File: src/design/rbb_pkg.sv
// Shared types and constants of the RGB 5x5 box blur.
package rbb_pkg;

   localparam int CHAN_W      = 8;
   localparam int ROW_W       = 12;
   localparam int OUT_COL_W   = 10;
   localparam int COLSUM_W    = 11;
   localparam int SUM_W       = 13;
   localparam int WIN         = 5;
   localparam int WIDTH_W     = 11;
   localparam int HEIGHT_W    = 13;
   localparam int CSR_INDEX_W = 2;
   localparam int CSR_DATA_W  = 13;

   localparam logic [WIDTH_W-1:0]  WIDTH_RESET  = 11'd1024;
   localparam logic [HEIGHT_W-1:0] HEIGHT_RESET = 13'd1024;
   localparam logic [HEIGHT_W-1:0] HEIGHT_CAP   = 13'd4096;

   // floor(x / 25) == (x * 5243) >> 17 for every x below 43690
   localparam logic [12:0] DIV_MUL   = 13'd5243;
   localparam int          DIV_SHIFT = 17;
   localparam int          PROD_W    = SUM_W + 13;

   // 25 * 255, and 15 * 255 for a centre on the top row
   localparam logic [SUM_W-1:0] SUM_MAX          = 13'd6375;
   localparam logic [SUM_W-1:0] EDGE_ROW_SUM_MAX = 13'd3825;

   typedef enum logic [CSR_INDEX_W-1:0] {
      REG_FRAME_WIDTH  = 2'd0,
      REG_FRAME_HEIGHT = 2'd1
   } csr_reg_type;

   typedef logic [CHAN_W-1:0] chan_type;

   typedef struct packed {
      chan_type red;
      chan_type green;
      chan_type blue;
   } pixel_type;

   // centre offset inside the window, 0..2
   typedef logic [1:0] offset_type;

   // suffix sums of one window column: [i] = sum of window rows i..4
   typedef struct packed {
      logic [2:0][COLSUM_W-1:0] red;
      logic [2:0][COLSUM_W-1:0] green;
      logic [2:0][COLSUM_W-1:0] blue;
   } colsum_type;

   // centres a request completes: row offsets i_min..i_max, column offsets j_min..j_max
   typedef struct packed {
      offset_type             i_min;
      offset_type             i_max;
      offset_type             j_min;
      offset_type             j_max;
      logic [ROW_W-1:0]       row;
      logic [OUT_COL_W-1:0]   col;
   } job_type;

   typedef struct packed {
      logic [SUM_W-1:0]     red;
      logic [SUM_W-1:0]     green;
      logic [SUM_W-1:0]     blue;
      logic [ROW_W-1:0]     row;
      logic [OUT_COL_W-1:0] col;
      logic                 last;
   } sum_type;

endpackage

File: src/design/rbb_mean.sv
// Divide-by-25 stage and result register.
module rbb_mean (
   input  logic                              clock,
   input  logic                              reset,
   input  logic                              sum_valid,
   output logic                              sum_ready,
   input  rbb_pkg::sum_type                  sum_data,
   output logic                              rsp_valid,
   input  logic                              rsp_ready,
   output rbb_pkg::chan_type                 rsp_red_out,
   output rbb_pkg::chan_type                 rsp_green_out,
   output rbb_pkg::chan_type                 rsp_blue_out,
   output logic [rbb_pkg::ROW_W-1:0]         rsp_out_row,
   output logic [rbb_pkg::OUT_COL_W-1:0]     rsp_out_col,
   output logic                              rsp_last_of_run
);
   import rbb_pkg::*;

   logic                 valid_ff, valid_in;
   chan_type             red_ff, green_ff, blue_ff;
   logic [ROW_W-1:0]     row_ff;
   logic [OUT_COL_W-1:0] col_ff;
   logic                 last_ff;
   logic                 take;

   function automatic chan_type div25(input logic [SUM_W-1:0] x);
      logic [PROD_W-1:0] prod;
      prod = PROD_W'(x) * PROD_W'(DIV_MUL);
      return chan_type'(prod >> DIV_SHIFT);
   endfunction

   assign sum_ready = !valid_ff || rsp_ready;
   assign take      = sum_valid && sum_ready;

   always_comb begin
      if (take) begin
         valid_in = 1'b1;
      end else if (rsp_ready) begin
         valid_in = 1'b0;
      end else begin
         valid_in = valid_ff;
      end
   end

   always_ff @(posedge clock) begin
      if (reset) begin
         valid_ff <= 1'b0;
      end else begin
         valid_ff <= valid_in;
      end
   end

   always_ff @(posedge clock) begin
      if (take) begin
         red_ff   <= div25(sum_data.red);
         green_ff <= div25(sum_data.green);
         blue_ff  <= div25(sum_data.blue);
         row_ff   <= sum_data.row;
         col_ff   <= sum_data.col;
         last_ff  <= sum_data.last;
      end
   end

   assign rsp_valid       = valid_ff;
   assign rsp_red_out     = red_ff;
   assign rsp_green_out   = green_ff;
   assign rsp_blue_out    = blue_ff;
   assign rsp_out_row     = row_ff;
   assign rsp_out_col     = col_ff;
   assign rsp_last_of_run = last_ff;

endmodule
File: config.mk
export PLATFORM = sky130hd
export DESIGN_NAME = rbb_mean
export DESIGN_NICKNAME = d
export VERILOG_FILES = /design/src/design/rbb_pkg.sv /design/src/design/rbb_mean.sv
export SDC_FILE = /design/constraint.sdc
export NUM_CORES = 1
export LEC_CHECK = 0
export BUFFER_PORTS_ARGS = -buffer_cell sky130_fd_sc_hd__buf_4
export CAP_MARGIN = 15
export CORE_MARGIN = 4
export CORE_UTILIZATION = 60
export CTS_BUF_LIST = sky130_fd_sc_hd__clkbuf_4
export CTS_CLUSTER_DIAMETER = 40
export DETAILED_ROUTE_END_ITERATION = 6
export PLACE_DENSITY = 0.81
export SLEW_MARGIN = 15
export SYNTH_ARGS = -nofsm -noshare
export SYNTH_HDL_FRONTEND = slang
export SYNTH_SLANG_ARGS = --single-unit
File: constraint.sdc
create_clock -name clock -period 6.36 [get_ports clock]
set_input_delay 0.636 -clock clock [delete_from_list [all_inputs] [get_ports clock]]
set_output_delay 0.636 -clock clock [all_outputs]
set_load 0.03 [all_outputs]
==> impl_metrics.py <==
metrics = {
    "run_status": {
        "status": "complete, no violations",
    },
    "sta": {
        "grt_setup_unrepaired": "no",
        "timing.final.crit_period_ns": 4.72,
        "fin_ws_ns": 1.64,
        "period_share_pct": 74.2,
        "slew_headroom_pct": 25.1,
        "whs_ns": 0.405,
        "drv_slew": 0,
        "tns_ns": 0,
        "final-hold-violation-count": 0,
        "fin_skew_ns": 0.0182,
        "setup_viol_count_final": 0,
        "worst_pin_slew_ns": 1.12,
        "fmax_ghz": 0.212,
    },
    "yosys": {
        "yosys_warnings": 0,
        "synth-seq-cells": 48,
        "synth-seq-area-share_pct": 13.7,
        "syn_area_per_cell_sq_um": 10.9,
        "synth-edff-count": 47,
        "yosysUniqueCellTypes": 45,
        "synth-main-ff-cell": "edfxtp_1",
        "synth_top_area_cell": "ha_1",
        "synthCells": 961,
        "netlist_area_sq_um": 10500,
        "synth_top_area_share_pct": 32.3,
        "synth_commonest_cells": "inv_1 (284), ha_1 (270), fa_1 (168)",
        "yosysMostFrequentCell": "inv_1",
        "syn_nets": 1465,
        "synthTopCellsByArea": "ha_1 (32%), fa_1 (32%), edfxtp_1 (13%), inv_1 (10%), xnor2_1 (2.3%)",
        "async_flop_share_pct": 0,
    },
    "drt": {
        "drt-initial-drc-count": 202,
        "post_drt_via_cell_ratio": 5.21,
        "wl_per_cell_um": 15.3,
        "post-route-drc-count": 0,
        "ant_nets": 0,
        "drt-pass1-iter-count": 4,
        "wl_um": 20000,
        "vias": 6814,
    },
    "power": {
        "pwr-share-seq_pct": 12.5,
        "clkPwrFrac_pct": 4.5,
        "peakVddDrop_v": 0.000273,
        "power_density_nw_per_um2": 366,
        "combPwrFrac_pct": 83.0,
        "p_int_mw": 2.11,
        "switchingPower_mw": 2.16,
        "p_leak_nw": 6.41,
        "power_mw": 4.28,
        "p_sw_share_pct": 50.5,
    },
    "global_routing": {
        "grt.met2_usage_pct": 38.5,
        "grt_pass1_vias": 7770,
        "grt.busiest_layer": "met2",
        "grtUsageMet3_pct": 4.54,
        "grt_max_degree": 48,
        "grt_remaining_overflow": 0,
        "antenna_found_initial": 0,
        "grt_pass1_wl_um": 36000,
        "grt_use_total_pct": 22.3,
        "grt.met1_usage_pct": 29.9,
    },
    "floorplanning": {
        "die-height_um": 140,
        "rows": 48,
        "coreArea_sq_um": 17200,
        "io_pins": 115,
        "die-area_sq_um": 19600,
        "die_x_um": 140,
        "initial_core_util_pct": 61.0,
    },
    "worst_setup_path": {
        "cp-end-kind": "flip-flop",
        "rrSetupSlack_ns": 4.62,
        "slowest_stage": "fa_1",
        "crit_chain": "buf_4, fa_1, ha_1, inv_1, fa_1, inv_1, fa_1, inv_1, fa_1, inv_1, ha_1, and4_1, and2_1, nand2_1, o31a_1, a31oi_1, a21oi_1, xnor2_1",
        "worstPathRequired_ns": 6.52,
        "critPathLaunchType": "input port",
        "criticalPathCategory": "input port to flip-flop",
        "crit_fanout": 6,
        "cp-startpoint": "sum_data[45]",
        "reg2reg_depth": 2,
        "r2r-end": "rsp_blue_out[5]$_DFFE_PP_",
        "arrival_ns": 4.87,
        "critPathMaxStageDelay_ns": 0.53,
        "r2r_start": "rsp_valid$_SDFFE_PP0P_",
    },
    "worst_hold_path": {
        "hold_depth": 2,
        "hold_path_end": "rsp_valid$_SDFFE_PP0P_",
        "min_from": "reset",
        "worstHoldPathType": "input port to flip-flop",
    },
    "clocking": {
        "cts_setup_buffers": 0,
        "cts_hold_buf": 0,
        "cts_made_buffers": 5,
        "cts.clk_slew.worst_paths_ns": 0.16,
        "ctsResizeCount": 0,
        "cts_sinks": 48,
        "clk_latency_ns": 0.38,
        "htree_levels": 2,
        "cts_tree": "yes",
        "cts_root_buf": "clkbuf_4",
        "clockBufferDepth": 2,
    },
    "placed_design": {
        "place_area_sq_um": 11600,
        "port_buffers": 114,
        "routabilityCongestion": 0.895,
        "dpl.cell_count": 1300,
        "dpl.hpwl_um": 18400,
        "dpl_worst_slack_ns": 1.27,
    },
    "final_layout": {
        "fin_util_pct": 68.1,
        "final_nets": 1586,
        "num_antenna_cells": 0,
        "area_growth_pct": 11.6,
        "drive_above_1_share_pct": 11.7,
        "design_area_sq_um": 11700,
        "instances_no_fill": 1308,
        "n_fill_cell": 1280,
    },
    "job": {
        "cap_viol_max_count": 0,
    },
}
[routing by layer]
| layer | part of all wire (%) | vias to the layer above |
|---|---|---|
| met1 | 45 | 3321 |
| li1 | - | 3325 |
| met5 | 0 | - |
| met2 | 49 | 150 |
| met3 | 5.5 | 18 |
| met4 | 1.1 | 0 |
[state kept, by name, summed over array words and instances, names as in the netlist]
signal,flops
rsp_blue_out,8
rsp_last_of_run,1
rsp_valid,1
rsp_out_col,10
rsp_red_out,8
rsp_green_out,8
rsp_out_row,12
[power by group through the flow]
stage | Sequential (mW) | Combinational [mW] | Clock (mW)
after floorplan | 0.695 | 2.47 | 0
after global placement | 0.544 | 3.43 | 0
after detailed placement | 0.542 | 3.53 | 0
after CTS | 0.537 | 3.58 | 0.200
after global routing | 0.544 | 4.12 | 0.214
final | 0.535 | 3.55 | 0.192
[worst max-delay path by stage]
| stage | slack, ns | cells after the start | end |
|---|---|---|---|
| floorplan | 1.60 | 16 | rsp_blue_out[7]$_DFFE_PP_ |
| detailed placement | 1.27 | 18 | rsp_green_out[6]$_DFFE_PP_ |
| global route | 1.42 | 18 | rsp_green_out[6]$_DFFE_PP_ |
| global placement | 1.29 | 18 | rsp_green_out[7]$_DFFE_PP_ |
| CTS | 1.66 | 18 | rsp_green_out[7]$_DFFE_PP_ |
| finish | 1.64 | 18 | rsp_green_out[6]$_DFFE_PP_ |
[worst max-delay path: cells and delay by family]
kind,cells,cell delay (ns)
AOI/OAI and AO/OA,3,0.72
xor gates and xnor gates,1,0.13
buffers and inverters,5,0.35
adders and majority gates,6,2.57
and+or+nand+nor,3,0.44
[cell usage in the layout, fill, tap and decap left out, types with 3 or more instances in the layout]
cell type and count:
o21a_1 3, inv_1 284, a211oi_1 6, buf_4 114
nor2_1 13, nand3_1 9, a21o_1 15, o31ai_1 3
a21oi_1 32, nand4_1 3, nor3_1 3, xor2_1 8
edfxtp_1 47, ha_1 270, xnor2_1 28, nand2_1 22
o21ai_1 3, and4_1 3, fa_1 168, o21ai_0 9
clkbuf_4 5
[kinds of logic after synthesis]
group | Yosys count | share of synthesized area (%)
xor gates and xnor gates | 36 | 3.01
buffers and inverters | 284 | 10.2
and+or+nand+nor | 65 | 2.99
AOI/OAI and AO/OA | 90 | 5.79
adders and majority gates | 438 | 64.4
DFF | 48 | 13.7
[layout make-up]
class | instances | area (sq um) | area share (%)
repair buffers | 114 | 856 | 7.32
inverters | 284 | 1070 | 9.12
flip-flops and latches | 48 | 1430 | 12.2
multi-input cells | 629 | 7980 | 68.2
clock buffers | 5 | 37.5 | 0.321
well taps | 225 | 282 | 2.41
clock inverters | 3 | 42.5 | 0.364
(Power assumes the default switching activity.)
