===== config.mk =====
export PLATFORM = sky130hd
export DESIGN_NAME = rbb_window
export DESIGN_NICKNAME = d
export VERILOG_FILES = /design/src/design/rbb_pkg.sv /design/src/design/rbb_window.sv
export SDC_FILE = /design/constraint.sdc
export NUM_CORES = 1
export LEC_CHECK = 0
export BUFFER_PORTS_ARGS = -buffer_cell sky130_fd_sc_hd__buf_4
export CORE_ASPECT_RATIO = 1.5
export CORE_MARGIN = 5
export CORE_UTILIZATION = 27
export DETAILED_ROUTE_END_ITERATION = 10
export PLACE_DENSITY = 0.47
export SLEW_MARGIN = 20
export SYNTH_ARGS = -nofsm -noshare
export SYNTH_HDL_FRONTEND = slang
export SYNTH_SLANG_ARGS = --single-unit

===== constraint.sdc =====
create_clock -name clock -period 15 [get_ports clock]
set_clock_uncertainty 0.15 [all_clocks]
set_input_delay 3 -clock clock [delete_from_list [all_inputs] [get_ports clock]]
set_output_delay 3 -clock clock [all_outputs]
set_load 0.005 [all_outputs]

===== src/design/rbb_pkg.sv =====
// Shared types and constants of the RGB 5x5 box blur.
package rbb_pkg;

   localparam int CHAN_W      = 8;
   localparam int ROW_W       = 12;
   localparam int OUT_COL_W   = 10;
   localparam int COLSUM_W    = 11;
   localparam int SUM_W       = 13;
   localparam int WIN         = 5;
   localparam int WIDTH_W     = 11;
   localparam int HEIGHT_W    = 13;
   localparam int CSR_INDEX_W = 2;
   localparam int CSR_DATA_W  = 13;

   localparam logic [WIDTH_W-1:0]  WIDTH_RESET  = 11'd1024;
   localparam logic [HEIGHT_W-1:0] HEIGHT_RESET = 13'd1024;
   localparam logic [HEIGHT_W-1:0] HEIGHT_CAP   = 13'd4096;

   // floor(x / 25) == (x * 5243) >> 17 for every x below 43690
   localparam logic [12:0] DIV_MUL   = 13'd5243;
   localparam int          DIV_SHIFT = 17;
   localparam int          PROD_W    = SUM_W + 13;

   // 25 * 255, and 15 * 255 for a centre on the top row
   localparam logic [SUM_W-1:0] SUM_MAX          = 13'd6375;
   localparam logic [SUM_W-1:0] EDGE_ROW_SUM_MAX = 13'd3825;

   typedef enum logic [CSR_INDEX_W-1:0] {
      REG_FRAME_WIDTH  = 2'd0,
      REG_FRAME_HEIGHT = 2'd1
   } csr_reg_type;

   typedef logic [CHAN_W-1:0] chan_type;

   typedef struct packed {
      chan_type red;
      chan_type green;
      chan_type blue;
   } pixel_type;

   // centre offset inside the window, 0..2
   typedef logic [1:0] offset_type;

   // suffix sums of one window column: [i] = sum of window rows i..4
   typedef struct packed {
      logic [2:0][COLSUM_W-1:0] red;
      logic [2:0][COLSUM_W-1:0] green;
      logic [2:0][COLSUM_W-1:0] blue;
   } colsum_type;

   // centres a request completes: row offsets i_min..i_max, column offsets j_min..j_max
   typedef struct packed {
      offset_type             i_min;
      offset_type             i_max;
      offset_type             j_min;
      offset_type             j_max;
      logic [ROW_W-1:0]       row;
      logic [OUT_COL_W-1:0]   col;
   } job_type;

   typedef struct packed {
      logic [SUM_W-1:0]     red;
      logic [SUM_W-1:0]     green;
      logic [SUM_W-1:0]     blue;
      logic [ROW_W-1:0]     row;
      logic [OUT_COL_W-1:0] col;
      logic                 last;
   } sum_type;

endpackage


===== src/design/rbb_window.sv =====
// Window column sums and the sequencer that walks the centres of one request.
module rbb_window (
   input  logic                                 clock,
   input  logic                                 reset,
   input  logic                                 load_valid,
   output logic                                 load_ready,
   input  logic                                 load_clear,
   input  rbb_pkg::pixel_type [rbb_pkg::WIN-1:0] load_px,
   input  rbb_pkg::job_type                     load_job,
   output logic                                 sum_valid,
   input  logic                                 sum_ready,
   output rbb_pkg::sum_type                     sum_data
);
   import rbb_pkg::*;

   colsum_type [WIN-1:0] col_ff, col_in;
   colsum_type           new_col;
   job_type              job_ff, job_in;
   offset_type           cur_i_ff, cur_i_in;
   offset_type           cur_j_ff, cur_j_in;
   logic                 active_ff, active_in;
   logic                 sum_valid_ff, sum_valid_in;
   sum_type              sum_ff, sum_in;
   logic [SUM_W-1:0]     red_acc, green_acc, blue_acc;
   logic                 m_ready, emit, is_last, load;

   assign is_last    = (cur_i_ff == job_ff.i_max) && (cur_j_ff == job_ff.j_max);
   assign m_ready    = !sum_valid_ff || sum_ready;
   assign emit       = active_ff && m_ready;
   assign load_ready = !active_ff || (m_ready && is_last);
   assign load       = load_valid && load_ready;

   // suffix sums of the incoming column
   always_comb begin
      new_col = '0;
      for (int i = 0; i < 3; i++) begin
         for (int k = 0; k < WIN; k++) begin
            if (k >= i) begin
               new_col.red[i]   = new_col.red[i]   + COLSUM_W'(load_px[k].red);
               new_col.green[i] = new_col.green[i] + COLSUM_W'(load_px[k].green);
               new_col.blue[i]  = new_col.blue[i]  + COLSUM_W'(load_px[k].blue);
            end
         end
      end
   end

   always_comb begin
      col_in = col_ff;
      if (load) begin
         for (int wc = 0; wc < WIN - 1; wc++) begin
            col_in[wc] = load_clear ? '0 : col_ff[wc + 1];
         end
         col_in[WIN-1] = new_col;
      end
   end

   // window sum for centre (cur_i, cur_j): columns cur_j..4 of row suffix cur_i
   always_comb begin
      red_acc   = '0;
      green_acc = '0;
      blue_acc  = '0;
      for (int wc = 0; wc < WIN; wc++) begin
         if (wc >= int'(cur_j_ff)) begin
            red_acc   = red_acc   + SUM_W'(col_ff[wc].red[cur_i_ff]);
            green_acc = green_acc + SUM_W'(col_ff[wc].green[cur_i_ff]);
            blue_acc  = blue_acc  + SUM_W'(col_ff[wc].blue[cur_i_ff]);
         end
      end
      sum_in.red   = red_acc;
      sum_in.green = green_acc;
      sum_in.blue  = blue_acc;
      sum_in.row   = job_ff.row + ROW_W'(cur_i_ff) - ROW_W'(2);
      sum_in.col   = job_ff.col + OUT_COL_W'(cur_j_ff) - OUT_COL_W'(2);
      sum_in.last  = is_last;
   end

   always_comb begin
      job_in    = job_ff;
      active_in = active_ff;
      cur_i_in  = cur_i_ff;
      cur_j_in  = cur_j_ff;
      if (load) begin
         job_in    = load_job;
         active_in = (load_job.i_min <= load_job.i_max) && (load_job.j_min <= load_job.j_max);
         cur_i_in  = load_job.i_min;
         cur_j_in  = load_job.j_min;
      end else if (emit) begin
         if (is_last) begin
            active_in = 1'b0;
         end else if (cur_j_ff == job_ff.j_max) begin
            cur_j_in = job_ff.j_min;
            cur_i_in = cur_i_ff + 2'd1;
         end else begin
            cur_j_in = cur_j_ff + 2'd1;
         end
      end
   end

   always_comb begin
      if (emit) begin
         sum_valid_in = 1'b1;
      end else if (sum_ready) begin
         sum_valid_in = 1'b0;
      end else begin
         sum_valid_in = sum_valid_ff;
      end
   end

   always_ff @(posedge clock) begin
      if (reset) begin
         active_ff    <= 1'b0;
         sum_valid_ff <= 1'b0;
      end else begin
         active_ff    <= active_in;
         sum_valid_ff <= sum_valid_in;
      end
   end

   always_ff @(posedge clock) begin
      col_ff   <= col_in;
      job_ff   <= job_in;
      cur_i_ff <= cur_i_in;
      cur_j_ff <= cur_j_in;
      if (emit) begin
         sum_ff <= sum_in;
      end
   end

   assign sum_valid = sum_valid_ff;
   assign sum_data  = sum_ff;

endmodule


==> summary.txt <==
Place
  • Cells after DPL: about 4800
  • HPWL after detailed placement: ~58000 µm
  • RePlAce Congestion: approximately 0.78
  • PortBufs: ~220
  • Post-placement worst setup slack: approximately 6.5 ns

Clock network
  • Clock root cell: sky130_fd_sc_hd__clkbuf_16
  • Number of buffers added to fix hold violations after cts: 0
  • Number of buffers inserted during clock tree synthesis: 60
  • Clock transition time at the flip-flop clock pins of the worst setup and hold paths: 0.06 ns
  • Worst-case clock buffer depth: 3
  • Number of H-tree levels: 2
  • Post-CTS Setup Inserts: 0
  • Sink Count: 561
  • CTS tree: yes
  • Source-to-sink clock delay at the later pin of the worst-skew pair: 0.64 ns
  • Number of instances resized during post-cts repair: 0

Floorplan
  • Effective utilization at floorplan: 0.272
  • Die Y-Extent: 451 µm
  • Die outline area: 137000 µm²
  • Floorplan core area: about 130000 µm²
  • Die X: around 300 µm
  • Number of placed I/O pins: roughly 220
  • Site Rows: 161

Logic synthesis
  • Top FF cell, synth: sky130_fd_sc_hd__edfxtp_1
  • Gate Count Post-Synth: 2933
  • Synth Warn #: 0
  • Number of enable flip-flop cells after synthesis: 559
  • Sequential cell area fraction in the yosys report: 0.482
  • Async set-reset flop share out of synthesis: 0
  • Average footprint of a synthesized cell: 11.9 µm²
  • Post-synth design cell area: approximately 35000 µm²
  • Post-synthesis sequential element count: ~560
  • Mapped Nets: roughly 3500
  • Netlist cell types: 71

Critical path
  • Class of the most critical setup path: flop to flop
  • Depth of the worst register-to-register path: 27
  • Critical path fanouts, max: 84
  • Register-to-register path setup slack: between 6 and 7 ns
  • Arrival time worst endpoint: between 8 and 9 ns
  • Type of element capturing the critical path: flop
  • CP Launch Type: flop
  • Critical path data required time: 15.23 ns

GRT
  • Via count of the first global-routing pass: 22703
  • Maximum number of pins on one net before global-route repair: 179
  • GRT Util Overall: 0.116
  • First-pass GRT wire length: 128000 µm
  • Initial antenna violation count: 3
  • Global route overflow: 0

Finish
  • Number of inserted filler cells in the final layout: approximately 13000
  • Share of final-layout standard cells stronger than drive strength 1: 0.121
  • Final layout net count: between 3000 and 4000
  • Non-filler cells, final: slightly below 5000
  • Synthesis-to-finish area growth: 16.2%

Status
  • Status: finished clean

Timing
  • Worst hold slack: between 0.3 and 0.4 ns
  • Max Clock Freq: 0.120 GHz
  • Setup repair after global routing missed its margin: false
  • Post-layout worst setup margin: between 6 and 7 ns
  • Number of endpoints failing setup at the final stage: 0
  • Portion of the clock cycle consumed by the worst path in the final layout: 0.557
  • Total Negative Setup Slacks: 0 ns
  • Hold Fails Final Rpt: 0
  • Worst slew slack as a fraction of its limit: 0.196
  • Number of slew-limit violations in the final report: 0
  • Minimum period implied by the final worst setup slack: 8.35 ns
  • Worst Tran Pin Value: ~1.2 ns

Detailed routing
  • # DRC: 0
  • Post-DR vias/cell: ~4.3
  • First-pass detailed-route iteration total: 6
  • Detailed-route wire length: 81200 µm
  • Average routed wire per standard cell: 16.6 µm
  • Number of vias in the routed layout: approximately 21000
  • Initial detailed-routing violation count: 937
  • Routed Antenna Nets: 0

Power
  • Peak supply drop: 0.0968 mV
  • Leakage power of the design: 16.2 nW
  • Overall power of the completed layout: about 6.5 mW
  • Pwr Density: 160 nW/µm²

Min path
  • Worst Hold Class: flop to flop
  • Number of stages on the worst hold path: 2

Run
  • Max capacitance violation total: 0
## metrics by stage
stage | cell area (µm²) | utilization
floorplan | 34900 | -
global placement | 38500 | 0.299
detailed placement | 38500 | 0.299
CTS | 40500 | 0.315
global route | 40600 | 0.316
finish | 40600 | 0.316
## Yosys cell counts, drive strengths merged, types with 6 or more instances
cell type	number	area (µm²)
nand4	6	37.5
nand3	6	30.0
ha	213	2670
a21boi	12	90.1
nor2	135	507
buf	23	118
mux2i	156	1560
nand2	184	691
a211oi	14	115
a21oi	175	883
clkbuf	84	335
and2	17	108
mux2	24	270
o21bai	12	90.1
xor2	47	412
edfxtp	559	16800
nor2b	419	2620
nor3	19	95.1
and3	8	50.1
o21a	12	90.1
xnor2	92	806
fa	188	3760
o21ai	195	976
a21o	37	279
a31oi	9	56.3
nand2b	17	106
o211ai	6	45.0
inv	201	754
## logic make-up after synthesis
logic type / count (synthesis) / synth area share
XOR/XNOR: 139 / 0.0349
AND/OR/NAND/NOR: 837 / 0.127
AO/OA/AOI/OAI: 505 / 0.0841
flip-flops: 561 / 0.482
adder cells (fa/ha/maj): 401 / 0.184
multiplexers: 180 / 0.0524
buffers and inverters: 310 / 0.0356
## sequential cells by signal (all words and copies together) (netlist names)
signal and count:
sum_valid 1, sum_data 62, job_ff 28, active_ff 1, cur_i_ff 2, col_ff 465
cur_j_ff 2
## cell type report
| cell class | instances | area [µm²] | share of cell area |
|---|---|---|---|
| Antenna cell | 1 | 2.50 | 0.0000617 |
| Multi-Input combinational cell | 2062 | 16900 | 0.416 |
| Clock inverter | 44 | 515 | 0.0127 |
| Clock buffer | 70 | 1560 | 0.0385 |
| Timing Repair Buffer | 242 | 1880 | 0.0464 |
| Tap cell | 1711 | 2140 | 0.0528 |
| Sequential cell | 561 | 16800 | 0.415 |
| Inverter | 202 | 767 | 0.0189 |
## final timing paths
kind,start,to
hold reg to reg,active_ff,sum_valid
setup reg to reg,cur_i_ff[1],sum_data[48]
setup / recovery,cur_i_ff[1],sum_data[48]
hold / removal,active_ff,sum_valid
## worst max-delay path: stages (launching register included)
cell and delay, ns:
sky130_fd_sc_hd__edfxtp_1 0.40, sky130_fd_sc_hd__buf_4 0.55, sky130_fd_sc_hd__buf_4 0.76, sky130_fd_sc_hd__buf_12 0.58, sky130_fd_sc_hd__mux2i_1 0.25, sky130_fd_sc_hd__o21ai_0 0.08, sky130_fd_sc_hd__nand2_1 0.12, sky130_fd_sc_hd__inv_1 0.05
sky130_fd_sc_hd__ha_1 0.24, sky130_fd_sc_hd__fa_1 0.48, sky130_fd_sc_hd__a21oi_1 0.21, sky130_fd_sc_hd__o21ai_0 0.23, sky130_fd_sc_hd__a21oi_1 0.23, sky130_fd_sc_hd__xnor2_1 0.08, sky130_fd_sc_hd__nand2_1 0.06, sky130_fd_sc_hd__o21ai_0 0.12
sky130_fd_sc_hd__ha_1 0.30, sky130_fd_sc_hd__or3_1 0.38, sky130_fd_sc_hd__a211oi_2 0.27, sky130_fd_sc_hd__nor3_1 0.13, sky130_fd_sc_hd__o41a_1 0.37, sky130_fd_sc_hd__mux2_2 0.28, sky130_fd_sc_hd__fa_1 0.49, sky130_fd_sc_hd__ha_1 0.36
sky130_fd_sc_hd__nor2b_1 0.16, sky130_fd_sc_hd__a41o_1 0.23, sky130_fd_sc_hd__o41ai_1 0.31, sky130_fd_sc_hd__xnor2_1 0.12
## power by group
| part | total [mW] | switching (mW) | internal [mW] |
|---|---|---|---|
| combinational | 2.61 | 1.49 | 1.11 |
| sequential | 2.30 | 0.131 | 2.17 |
| clock | 1.57 | 0.641 | 0.933 |
| total | 6.48 | 2.27 | 4.21 |
## layer usage
| metal | vias to the layer above | part of all wire | GRT usage |
|---|---|---|---|
| li1 | 10602 | - | - |
| met1 | 10278 | 0.41 | 0.135 |
| met2 | 263 | 0.54 | 0.223 |
| met3 | 97 | 0.032 | 0.0171 |
| met4 | 2 | 0.023 | 0.0306 |
| met5 | - | 0.000086 | 0 |
## cell usage in the layout, fill, tap and decap left out, types with 6 or more instances in the layout
cell type / count
sky130_fd_sc_hd__a211oi_1: 12
sky130_fd_sc_hd__a21boi_0: 12
sky130_fd_sc_hd__a21o_1: 36
sky130_fd_sc_hd__a21oi_1: 173
sky130_fd_sc_hd__a31oi_1: 9
sky130_fd_sc_hd__and2_1: 16
sky130_fd_sc_hd__and3_1: 8
sky130_fd_sc_hd__buf_4: 237
sky130_fd_sc_hd__bufinv_16: 11
sky130_fd_sc_hd__clkbuf_1: 9
sky130_fd_sc_hd__clkbuf_16: 61
sky130_fd_sc_hd__clkinv_1: 11
sky130_fd_sc_hd__clkinv_2: 14
sky130_fd_sc_hd__edfxtp_1: 559
sky130_fd_sc_hd__fa_1: 188
sky130_fd_sc_hd__ha_1: 211
sky130_fd_sc_hd__inv_1: 199
sky130_fd_sc_hd__mux2_2: 24
sky130_fd_sc_hd__mux2i_1: 156
sky130_fd_sc_hd__nand2_1: 184
sky130_fd_sc_hd__nand2b_1: 16
sky130_fd_sc_hd__nand3_1: 6
sky130_fd_sc_hd__nand4_1: 6
sky130_fd_sc_hd__nor2_1: 134
sky130_fd_sc_hd__nor2b_1: 418
sky130_fd_sc_hd__nor3_1: 19
sky130_fd_sc_hd__o211ai_1: 6
sky130_fd_sc_hd__o21a_1: 12
sky130_fd_sc_hd__o21ai_0: 190
sky130_fd_sc_hd__o21bai_1: 12
sky130_fd_sc_hd__xnor2_1: 92
sky130_fd_sc_hd__xor2_1: 47
Power figures use the tool's default switching activity.
