===== config.mk =====
export PLATFORM = sky130hd
export DESIGN_NAME = rbb_ram
export DESIGN_NICKNAME = d
export VERILOG_FILES = /design/src/design/rbb_ram.sv
export SDC_FILE = /design/constraint.sdc
export NUM_CORES = 1
export LEC_CHECK = 0
export BUFFER_PORTS_ARGS = -buffer_cell sky130_fd_sc_hd__buf_2
export CORE_MARGIN = 5
export CORE_UTILIZATION = 60
export CTS_BUF_LIST = sky130_fd_sc_hd__clkbuf_8
export DETAILED_ROUTE_END_ITERATION = 8
export MAX_ROUTING_LAYER = met4
export PLACE_DENSITY = 0.76
export SETUP_SLACK_MARGIN = 0.02
export SYNTH_ARGS = -nofsm -noshare
export SYNTH_HDL_FRONTEND = slang
export SYNTH_SLANG_ARGS = --single-unit

===== constraint.sdc =====
create_clock -name clock -period 2.3 [get_ports clock]
set_input_delay 0.345 -clock clock [delete_from_list [all_inputs] [get_ports clock]]
set_output_delay 0.345 -clock clock [all_outputs]
set_load 0.02 [all_outputs]

===== src/design/rbb_ram.sv =====
// Generic RAM: one write port, one read port with registered read data.
module rbb_ram #(
   parameter int WIDTH = 8,
   parameter int DEPTH = 16
) (
   input  logic                     clock,
   input  logic                     wr_en,
   input  logic [$clog2(DEPTH)-1:0] wr_addr,
   input  logic [WIDTH-1:0]         wr_data,
   input  logic                     rd_en,
   input  logic [$clog2(DEPTH)-1:0] rd_addr,
   output logic [WIDTH-1:0]         rd_data
);

   logic [WIDTH-1:0] mem [DEPTH];
   logic [WIDTH-1:0] rd_data_ff;

   always_ff @(posedge clock) begin
      if (wr_en) begin
         mem[wr_addr] <= wr_data;
      end
   end

   // read-first: a same-edge write is not seen
   always_ff @(posedge clock) begin
      if (rd_en) begin
         rd_data_ff <= mem[rd_addr];
      end
   end

   assign rd_data = rd_data_ff;

endmodule


==> results.sh, run 1 <==
export IMPL_layout_drive_gt1_share_pct=30.7
export IMPL_cp_max_fo=21
export IMPL_drt_wl_total_um=9420
export IMPL_synth_nets=248
export IMPL_antenna_cells=0
export IMPL_rsz0062_at_grt="false"
export IMPL_synth_largest_area_cell="edfxtp_1"
export IMPL_required_ns=2.48
export IMPL_worst_pin_slew_ns=0.719
export IMPL_cts_sinks=136
export IMPL_num_rows=34
export IMPL_power_density_nw_per_um2=827
export IMPL_critPathCaptureType="flip-flop"
export IMPL_hp_class="in2reg"
export IMPL_hold_slack_ns=0.279
export IMPL_hpwl_um=5840
export IMPL_grt_max_degree=25
export IMPL_worstPathArrival_ns=1.76
export IMPL_p_total_mw=4.93
export IMPL_slew_headroom_pct=52.0
export IMPL_cts_buffer_depth=2
export IMPL_die_area_sq_um=10700
export IMPL_tns_ns=0
export IMPL_synth_area_leaders="edfxtp_1 (78%), mux4_2 (7.8%), mux4_1 (7.0%)"
export IMPL_cts_tree="done"
export IMPL_grt_pass1_wl_um=14600
export IMPL_syn_area_sq_um=5230
export IMPL_pre_cts_ws_ns=0.247
export IMPL_placement_io_buffers=26
export IMPL_cts_root_buf="clkbuf_8"
export IMPL_die_x_um=103
export IMPL_yosys_area_top_type_share_pct=78.1
export IMPL_ctsHoldBuffers=0
export IMPL_setup_ws_ns=0.717
export IMPL_core_region_area_sq_um=8590
export IMPL_drtPass1Iterations=7
export IMPL_num_vias=2454
export IMPL_ys_ff_latch=136
export IMPL_hold_violations=0
export IMPL_num_io_pins=27
export IMPL_initial_core_util_pct=60.8
export IMPL_cts_resized=0
export IMPL_grt_overflow_total=0
export IMPL_antenna_left=0
export IMPL_stdcell_count=404
export IMPL_placed_cell_area_sq_um=5580
export IMPL_clock_skew_ns=0.00579
export IMPL_place_congestion=0.776
export IMPL_post_place_cells=373
export IMPL_critical_path_class="in2reg"
export IMPL_wire_per_inst_um=23.3
export IMPL_syn_area_per_cell_sq_um=22.8
export IMPL_post_drt_via_cell_ratio=6.07
export IMPL_drtIter0Drc=200
export IMPL_utilization_pct=69.4
export IMPL_synth_distinct_cells=18
export IMPL_cap_violations=0
export IMPL_period_share_pct=68.8
export IMPL_cp_start_kind="input port"
export IMPL_leakage_nw=2.03
export IMPL_drv_slew=0
export IMPL_postSynthCellCount=229
export IMPL_first_global_vias=2555
export IMPL_drc=0
export IMPL_ys_warnings_count=0
export IMPL_postCtsSetupBuffers=0
export IMPL_finalCriticalPeriod_ns=1.58
export IMPL_vdd_drop_max_mv=0.488
export IMPL_ys_seq_area_share_pct=78.1
export IMPL_cts_inserted_buffers=17
export IMPL_layout_nets=303
export IMPL_clk_latency_ns=0.42
export IMPL_fin_area_sq_um=5960
export IMPL_cts_max_level=4
export IMPL_syn_to_final_growth_pct=14.0
export IMPL_max_freq_ghz=0.632
export IMPL_grt_usage_pct=20.5
export IMPL_status="complete, no violations"
export IMPL_cts_clk_slew_worst_paths_ns=0.07
export IMPL_setup_viol=0
export IMPL_die_h_um=103
export IMPL_antenna_found_initial=0
kinds of logic (layout without fill, tap and decap cells):
kind of cell	Yosys count	count (layout)	share of synthesized area [%]
AO/OA/AOI/OAI	16	16	2.30
buffers and inverters	10	77	1.65
flip-flops	136	136	78.1
multiplexers	32	32	14.8
AND/OR/NAND/NOR	35	35	3.14
synth_stat cells, drive strengths merged:
library cell and instances:
edfxtp 136, and2 1, nand3b 2, nand2b 2
nor2 13, a22oi 16, nand2 9, mux4 32
buf 7, or3b 1, clkdlybuf4s25 3, nor3 4
nand3 1, nor2b 1, and2b 1
power breakdown:
group	switching (mW)	total [mW]	internal [mW]
Combinational	0.153	0.264	0.110
Sequential	0.0136	2.80	2.79
Clock	0.827	1.86	1.04
Total	0.994	4.93	3.94
critical path, stage by stage:
cell and delay, ns:
buf_2 0.23, buf_12 0.23, mux4_1 0.57, a22oi_1 0.28
nand2_1 0.08
layer usage:
| metal | up-vias | part of all wire [%] | GRT usage (%) |
|---|---|---|---|
| li1 | 1089 | - | - |
| met1 | 1241 | 40 | 27.8 |
| met2 | 109 | 51 | 30.8 |
| met3 | 15 | 7.6 | 4.63 |
| met4 | 0 | 1.9 | 8.07 |
| met5 | - | 0 | - |
worst paths after layout:
path | from | to | slack (ns) | cells past startpoint
hold reg to reg | mem[8][5]$_DFFE_PP_ | rd_data[5]$_DFFE_PP_ | 0.75 | 3
hold / removal | rd_en | rd_data[3]$_DFFE_PP_ | 0.28 | 1
setup reg to reg | mem[3][6]$_DFFE_PP_ | rd_data[6]$_DFFE_PP_ | 0.78 | 3
setup / recovery | rd_addr[0] | rd_data[3]$_DFFE_PP_ | 0.72 | 5
flip-flops by register name, summed over array words and instances, names as in the netlist:
name and flops:
mem 128, rd_data 8
cell type report:
| class | instances | area [sq um] |
|---|---|---|
| repair buffers | 46 | 305 |
| fillers | 518 | 2630 |
| clock buffers | 17 | 234 |
| multi-input cells | 83 | 1060 |
| flip-flops and latches | 136 | 4080 |
| clock inverters | 14 | 144 |
| well taps | 108 | 135 |
layout by cell type, fill, tap and decap left out, types with 3 or more instances in the layout:
cell and n:
clkinv_2 4, mux4_1 14, clkbuf_8 17, buf_2 26, bufinv_16 3, nand2_1 9, a22oi_1 16, inv_1 4
edfxtp_1 136, nor2_1 13, mux4_2 18, nor3_1 4, buf_4 18
No activity file was read; power rests on OpenSTA's default activity.
==> run 2: changes to the inputs <==
--- a/config.mk
+++ b/config.mk
@@ -7,7 +7,7 @@
 export LEC_CHECK = 0
 export BUFFER_PORTS_ARGS = -buffer_cell sky130_fd_sc_hd__buf_2
 export CORE_MARGIN = 5
-export CORE_UTILIZATION = 60
+export CORE_UTILIZATION = 57
 export CTS_BUF_LIST = sky130_fd_sc_hd__clkbuf_8
 export DETAILED_ROUTE_END_ITERATION = 8
 export MAX_ROUTING_LAYER = met4
==> constraint.sdc (replaced) <==
create_clock -name clock -period 1.3 [get_ports clock]
set_input_delay 0.195 -clock clock [delete_from_list [all_inputs] [get_ports clock]]
set_output_delay 0.195 -clock clock [all_outputs]
set_load 0.02 [all_outputs]
==> run 2 against run 1 <==
Effect of this change:
- clock skew up 0.0048 ns
- combinational power up 100%
- highest routed layer unchanged
- utilization down 2.2 points
- the run now ends with setup timing left
==> results.sh, run 2 (synthesis gave the netlist of run 1 again) <==
export IMPL_drv_slew=0
export IMPL_wire_per_inst_um=23.2
export IMPL_antenna_found_initial=0
export IMPL_initial_core_util_pct=57.4
export IMPL_layout_commonest_cell="edfxtp_1"
export IMPL_status="complete, but fails checks"
export IMPL_drtPass1Iterations=5
export IMPL_setup_ws_ns=-0.139
export IMPL_hold_slack_ns=0.138
export IMPL_grt_pass1_wl_um=15100
export IMPL_cts_max_level=4
export IMPL_postCtsSetupBuffers=0
export IMPL_grt_overflow_total=0
export IMPL_core_region_area_sq_um=9110
export IMPL_period_share_pct=111
export IMPL_drc=0
export IMPL_num_rows=35
export IMPL_max_stage_delay_ns=0.48
export IMPL_first_global_vias=2586
export IMPL_cts_root_buf="clkbuf_8"
export IMPL_cts_buffer_depth=2
export IMPL_critPathBufInv=0
export IMPL_power_switching_mw=1.98
export IMPL_rr_worst_depth=3
export IMPL_layout_nets=310
export IMPL_swShare_pct=22.8
export IMPL_hold_violations=0
export IMPL_hp_class="in2reg"
export IMPL_cap_violations=0
export IMPL_final_cell_mix="edfxtp_1 (136), mux4_2 (32), buf_2 (26)"
export IMPL_drt_wl_total_um=9610
export IMPL_syn_to_final_growth_pct=17.1
export IMPL_cts_tree="done"
export IMPL_antenna_cells=0
export IMPL_num_io_pins=27
export IMPL_required_ns=1.47
export IMPL_cp_start_kind="flip-flop"
export IMPL_violations="setup timing"
export IMPL_antenna_left=0
export IMPL_cts_inserted_buffers=17
export IMPL_worst_path_stages=3
export IMPL_path_delay_family="multiplexers"
export IMPL_clkPwrFrac_pct=36.8
export IMPL_p_int_mw=6.72
export IMPL_pwr_share_seq_pct=57.0
export IMPL_vdd_drop_max_mv=0.651
export IMPL_slew_headroom_pct=38.1
export IMPL_clock_skew_ns=0.0106
export IMPL_grt_max_degree=22
export IMPL_worst_pin_slew_ns=0.925
export IMPL_die_x_um=106
export IMPL_cts_clk_slew_worst_paths_ns=0.08
export IMPL_pre_cts_ws_ns=-0.500
export IMPL_tns_ns=-0.745
export IMPL_combPwrFrac_pct=6.2
export IMPL_max_freq_ghz=0.695
export IMPL_finalCriticalPeriod_ns=1.44
export IMPL_top_register="mem"
export IMPL_cts_sinks=136
export IMPL_worstPathArrival_ns=1.61
export IMPL_hpwl_um=6280
export IMPL_post_drt_via_cell_ratio=6.00
export IMPL_grt_usage_pct=19.8
export IMPL_hold_path_cell_count=1
export IMPL_cpMaxStageDelayCell="mux4_2"
export IMPL_critical_path_class="reg2reg"
export IMPL_leakage_nw=2.02
export IMPL_crit_chain="mux4_2, a22oi_2, nand2_1"
export IMPL_setup_viol=8
export IMPL_layout_drive_gt1_share_pct=44.1
export IMPL_num_vias=2488
export IMPL_largest_reg_flops=128
export IMPL_drtIter0Drc=310
export IMPL_clk_latency_ns=0.43
export IMPL_die_h_um=106
export IMPL_place_congestion=0.810
export IMPL_critPathCaptureType="flip-flop"
export IMPL_rsz0062_at_grt="true"
export IMPL_power_density_nw_per_um2=1420
export IMPL_die_area_sq_um=11200
export IMPL_placement_io_buffers=26
export IMPL_cp_max_fo=1
==> run 2: changes by cell type in the layout (fill, tap and decap cells not counted), moves of 4 or more <==
cell,previous run,this run
mux4_1,14,0
mux4_2,18,32
a22oi_1,16,6
a22oi_2,0,10
inv_6,0,7
buf_12,2,8
nor3_1,4,0
==> run 2: what timing repair did <==
item                       4_1_cts  5_1_grt
setup endpoints to repair        8        8
hold endpoints to repair         0        0
hold buffers                     0        0
pin swaps                        0        1
resized for setup                8        3
==> run 2: layer usage <==
layer	vias to the layer above	wire, um	GRT usage (%)
met1	1266	3740	25.8
met2	120	4900	30.7
li1	1091	-	-
met5	-	0	-
met3	11	830	6.12
met4	0	141	5.55
==> run 2: worst paths after layout <==
| kind | startpoint | end | slack (ns) |
|---|---|---|---|
| worst max-delay path | mem[8][5]$_DFFE_PP_ | rd_data[5]$_DFFE_PP_ | -0.14 |
| worst min-delay path | wr_data[2] | mem[13][2]$_DFFE_PP_ | 0.14 |
| worst max register to register | mem[8][5]$_DFFE_PP_ | rd_data[5]$_DFFE_PP_ | -0.14 |
| worst min register to register | mem[4][7]$_DFFE_PP_ | rd_data[7]$_DFFE_PP_ | 0.76 |
==> run 2: cell type report <==
class	count	area [sq um]
repair buffers	53	433
flip-flops and latches	136	4080
multi-input cells	83	1090
clock inverters	15	140
clock buffers	17	234
well taps	111	139
fillers	554	2990
==> run 2: metrics by stage <==
| stage | total power, mW | instances | utilization, % | area (sq um) |
|---|---|---|---|---|
| floorplan | 5.36 | 229 | - | 5250 |
| global placement | 5.58 | 385 | 62.7 | 5720 |
| detailed placement | 5.59 | 385 | 62.7 | 5720 |
| CTS | 8.76 | 415 | 67.0 | 6110 |
| global route | 9.05 | 415 | 67.2 | 6120 |
| finish | 8.70 | 415 | 67.2 | 6120 |
==> run 2: power groups by stage <==
stage          Sequential, mW  Clock [mW]  Combinational (mW)
2_1_floorplan            5.08           0               0.276
3_3_place_gp             5.06           0               0.519
3_5_place_dp             5.06           0               0.531
4_1_cts                  4.96        3.25               0.540
5_1_grt                  4.97        3.50               0.584
6_report                 4.96        3.20               0.538
==> run 3: changes to the inputs <==
==> config.mk (replaced) <==
export PLATFORM = sky130hd
export DESIGN_NAME = rbb_ram
export DESIGN_NICKNAME = d
export VERILOG_FILES = /design/src/design/rbb_ram.sv
export SDC_FILE = /design/constraint.sdc
export NUM_CORES = 1
export LEC_CHECK = 0
export BUFFER_PORTS_ARGS = -buffer_cell sky130_fd_sc_hd__clkbuf_2
export CORE_MARGIN = 5
export CORE_UTILIZATION = 46
export CTS_BUF_LIST = sky130_fd_sc_hd__clkbuf_8
export DETAILED_ROUTE_END_ITERATION = 8
export HOLD_SLACK_MARGIN = 0.1
export MAX_ROUTING_LAYER = met4
export PLACE_DENSITY = 0.63
export SETUP_SLACK_MARGIN = 0.02
export SYNTH_ARGS = -nofsm -noshare
export SYNTH_HDL_FRONTEND = slang
export SYNTH_SLANG_ARGS = --single-unit
==> run 3 against run 2 <==
Effect of this change:
- the flow still finishes with violations (setup timing)
- sequential share of layout area decreased by 1.7 points
- design area increased by 2.6%
- non-clock buffer count increased by 13
- die area increased by 22%
- total power increased by 4.9%
- sequential cell count unchanged
- clock-buffer cell count unchanged
- first-iteration DRC count decreased by 44%
- critical path type unchanged
- critical endpoint is now rd_data[7]$_DFFE_PP_
- largest cell class unchanged
- highest routed layer unchanged
==> results.sh, run 3 (synthesis gave the netlist of run 1 again) <==
export IMPL_num_io_pins=27
export IMPL_setup_ws_ns=-0.103
export IMPL_post_place_cells=428
export IMPL_cts_clk_slew_worst_paths_ns=0.08
export IMPL_max_freq_ghz=0.713
export IMPL_core_region_area_sq_um=11300
export IMPL_layout_drive_gt1_share_pct=45.7
export IMPL_met3_usage_pct=4.56
export IMPL_grt_overflow_total=0
export IMPL_hp_class="in2reg"
export IMPL_reg2reg_from="mem[3][7]$_DFFE_PP_"
export IMPL_startpoint="mem[3][7]$_DFFE_PP_"
export IMPL_violations="setup timing"
export IMPL_wire_per_inst_um=21.6
export IMPL_cap_violations=0
export IMPL_place_congestion=0.782
export IMPL_grt_max_degree=24
export IMPL_critPathCaptureType="flip-flop"
export IMPL_fin_area_sq_um=6280
export IMPL_hold_violations=0
export IMPL_hold_slack_ns=0.180
export IMPL_critical_path_class="reg2reg"
export IMPL_worstPathArrival_ns=1.58
export IMPL_cts_max_level=4
export IMPL_die_x_um=117
export IMPL_cts_inserted_buffers=17
export IMPL_layout_nets=323
export IMPL_initial_core_util_pct=46.4
export IMPL_vdd_drop_max_mv=0.685
export IMPL_combPwrFrac_pct=6.2
export IMPL_cts_root_buf="clkbuf_8"
export IMPL_stdcell_count=460
export IMPL_slew_headroom_pct=37.4
export IMPL_drt_wl_total_um=9940
export IMPL_die_area_sq_um=13600
export IMPL_worst_pin_slew_ns=0.935
export IMPL_clkPwrFrac_pct=39.5
export IMPL_layout_commonest_cell="edfxtp_1"
export IMPL_power_switching_mw=1.87
export IMPL_cts_buffer_depth=2
export IMPL_final_cell_mix="edfxtp_1 (136), buf_4 (34), mux4_2 (32)"
export IMPL_p_int_mw=7.25
export IMPL_post_drt_via_cell_ratio=5.50
export IMPL_worstHoldStart="rd_en"
export IMPL_cts_sinks=136
export IMPL_placement_io_buffers=26
export IMPL_required_ns=1.48
export IMPL_leakage_nw=2.12
export IMPL_swShare_pct=20.5
export IMPL_antenna_found_initial=0
export IMPL_grt_usage_pct=16.9
export IMPL_clk_latency_ns=0.43
export IMPL_first_global_vias=2712
export IMPL_utilization_pct=55.7
export IMPL_antenna_left=0
export IMPL_top_register="mem"
export IMPL_cp_start_kind="flip-flop"
export IMPL_drtIter0Drc=175
export IMPL_finalCriticalPeriod_ns=1.40
export IMPL_setup_viol=8
export IMPL_syn_to_final_growth_pct=20.2
export IMPL_grt_pass1_wl_um=15600
export IMPL_power_density_nw_per_um2=1450
export IMPL_die_h_um=117
export IMPL_cts_tree="done"
export IMPL_num_vias=2528
export IMPL_grt_busiest_layer="met2"
export IMPL_period_share_pct=108
export IMPL_status="complete, but fails checks"
export IMPL_drc=0
export IMPL_grt_use_met2_pct=26.9
export IMPL_num_rows=39
export IMPL_placed_cell_area_sq_um=5810
export IMPL_antenna_cells=0
export IMPL_use_met1_pct=21.6
export IMPL_ctsHoldBuffers=0
export IMPL_clock_skew_ns=0.00846
export IMPL_cp_max_fo=1
export IMPL_drtPass1Iterations=4
export IMPL_pwr_share_seq_pct=54.4
export IMPL_largest_reg_flops=128
export IMPL_hpwl_um=6590
export IMPL_drv_slew=0
export IMPL_rsz0062_at_grt="true"
[run 3: metal layers]
layer,vias to the layer above,wire length [um]
li1,1120,-
met2,60,5080
met3,11,433
met4,0,120
met1,1337,4310
met5,-,0
[run 3: what timing repair did]
item	4_1_cts	5_1_grt
gates cloned	0	0
buffers inserted	0	0
gates resized for setup	7	4
endpoints found under the hold margin	0	0
endpoints found under the setup margin	8	8
pin swaps	6	3
[run 3: layout make-up]
type | count | area (sq um)
sequential | 136 | 4080
fill | 855 | 4990
tap | 143 | 179
clock inverter | 15 | 188
timing repair buffer | 66 | 505
clock buffer | 17 | 234
multi-input combinational | 83 | 1090
[run 3: worst paths after layout]
path                            cells past startpoint  slack [ns]                   end
worst max-delay path                                3       -0.10  rd_data[7]$_DFFE_PP_
worst min-delay path                                1        0.18  rd_data[4]$_DFFE_PP_
worst min register to register                      3        0.75  rd_data[3]$_DFFE_PP_
worst max register to register                      3       -0.10  rd_data[7]$_DFFE_PP_
[run 3: critical path, stage by stage (launching register included)]
cell,delay [ns]
edfxtp_1,0.36
mux4_2,0.51
a22oi_2,0.20
nand2_1,0.09
[run 3: power by group through the flow]
stage	logic, mW	clock network, mW	registers, mW
after floorplan	0.276	0	5.08
after global placement	0.538	0	5.06
after detailed placement	0.549	0	5.06
after CTS	0.565	3.69	4.96
after global routing	0.612	3.89	4.97
final	0.561	3.60	4.96
[run 3: stage by stage]
stage | setup TNS (ns) | setup slack (ns) | power, mW
after CTS | -0.731 | -0.120 | 9.21
after floorplan | -0.752 | -0.0954 | 5.36
after detailed placement | -7.04 | -0.440 | 5.61
after global placement | -5.79 | -0.468 | 5.59
final | -0.532 | -0.103 | 9.12
after global routing | -1.01 | -0.143 | 9.47
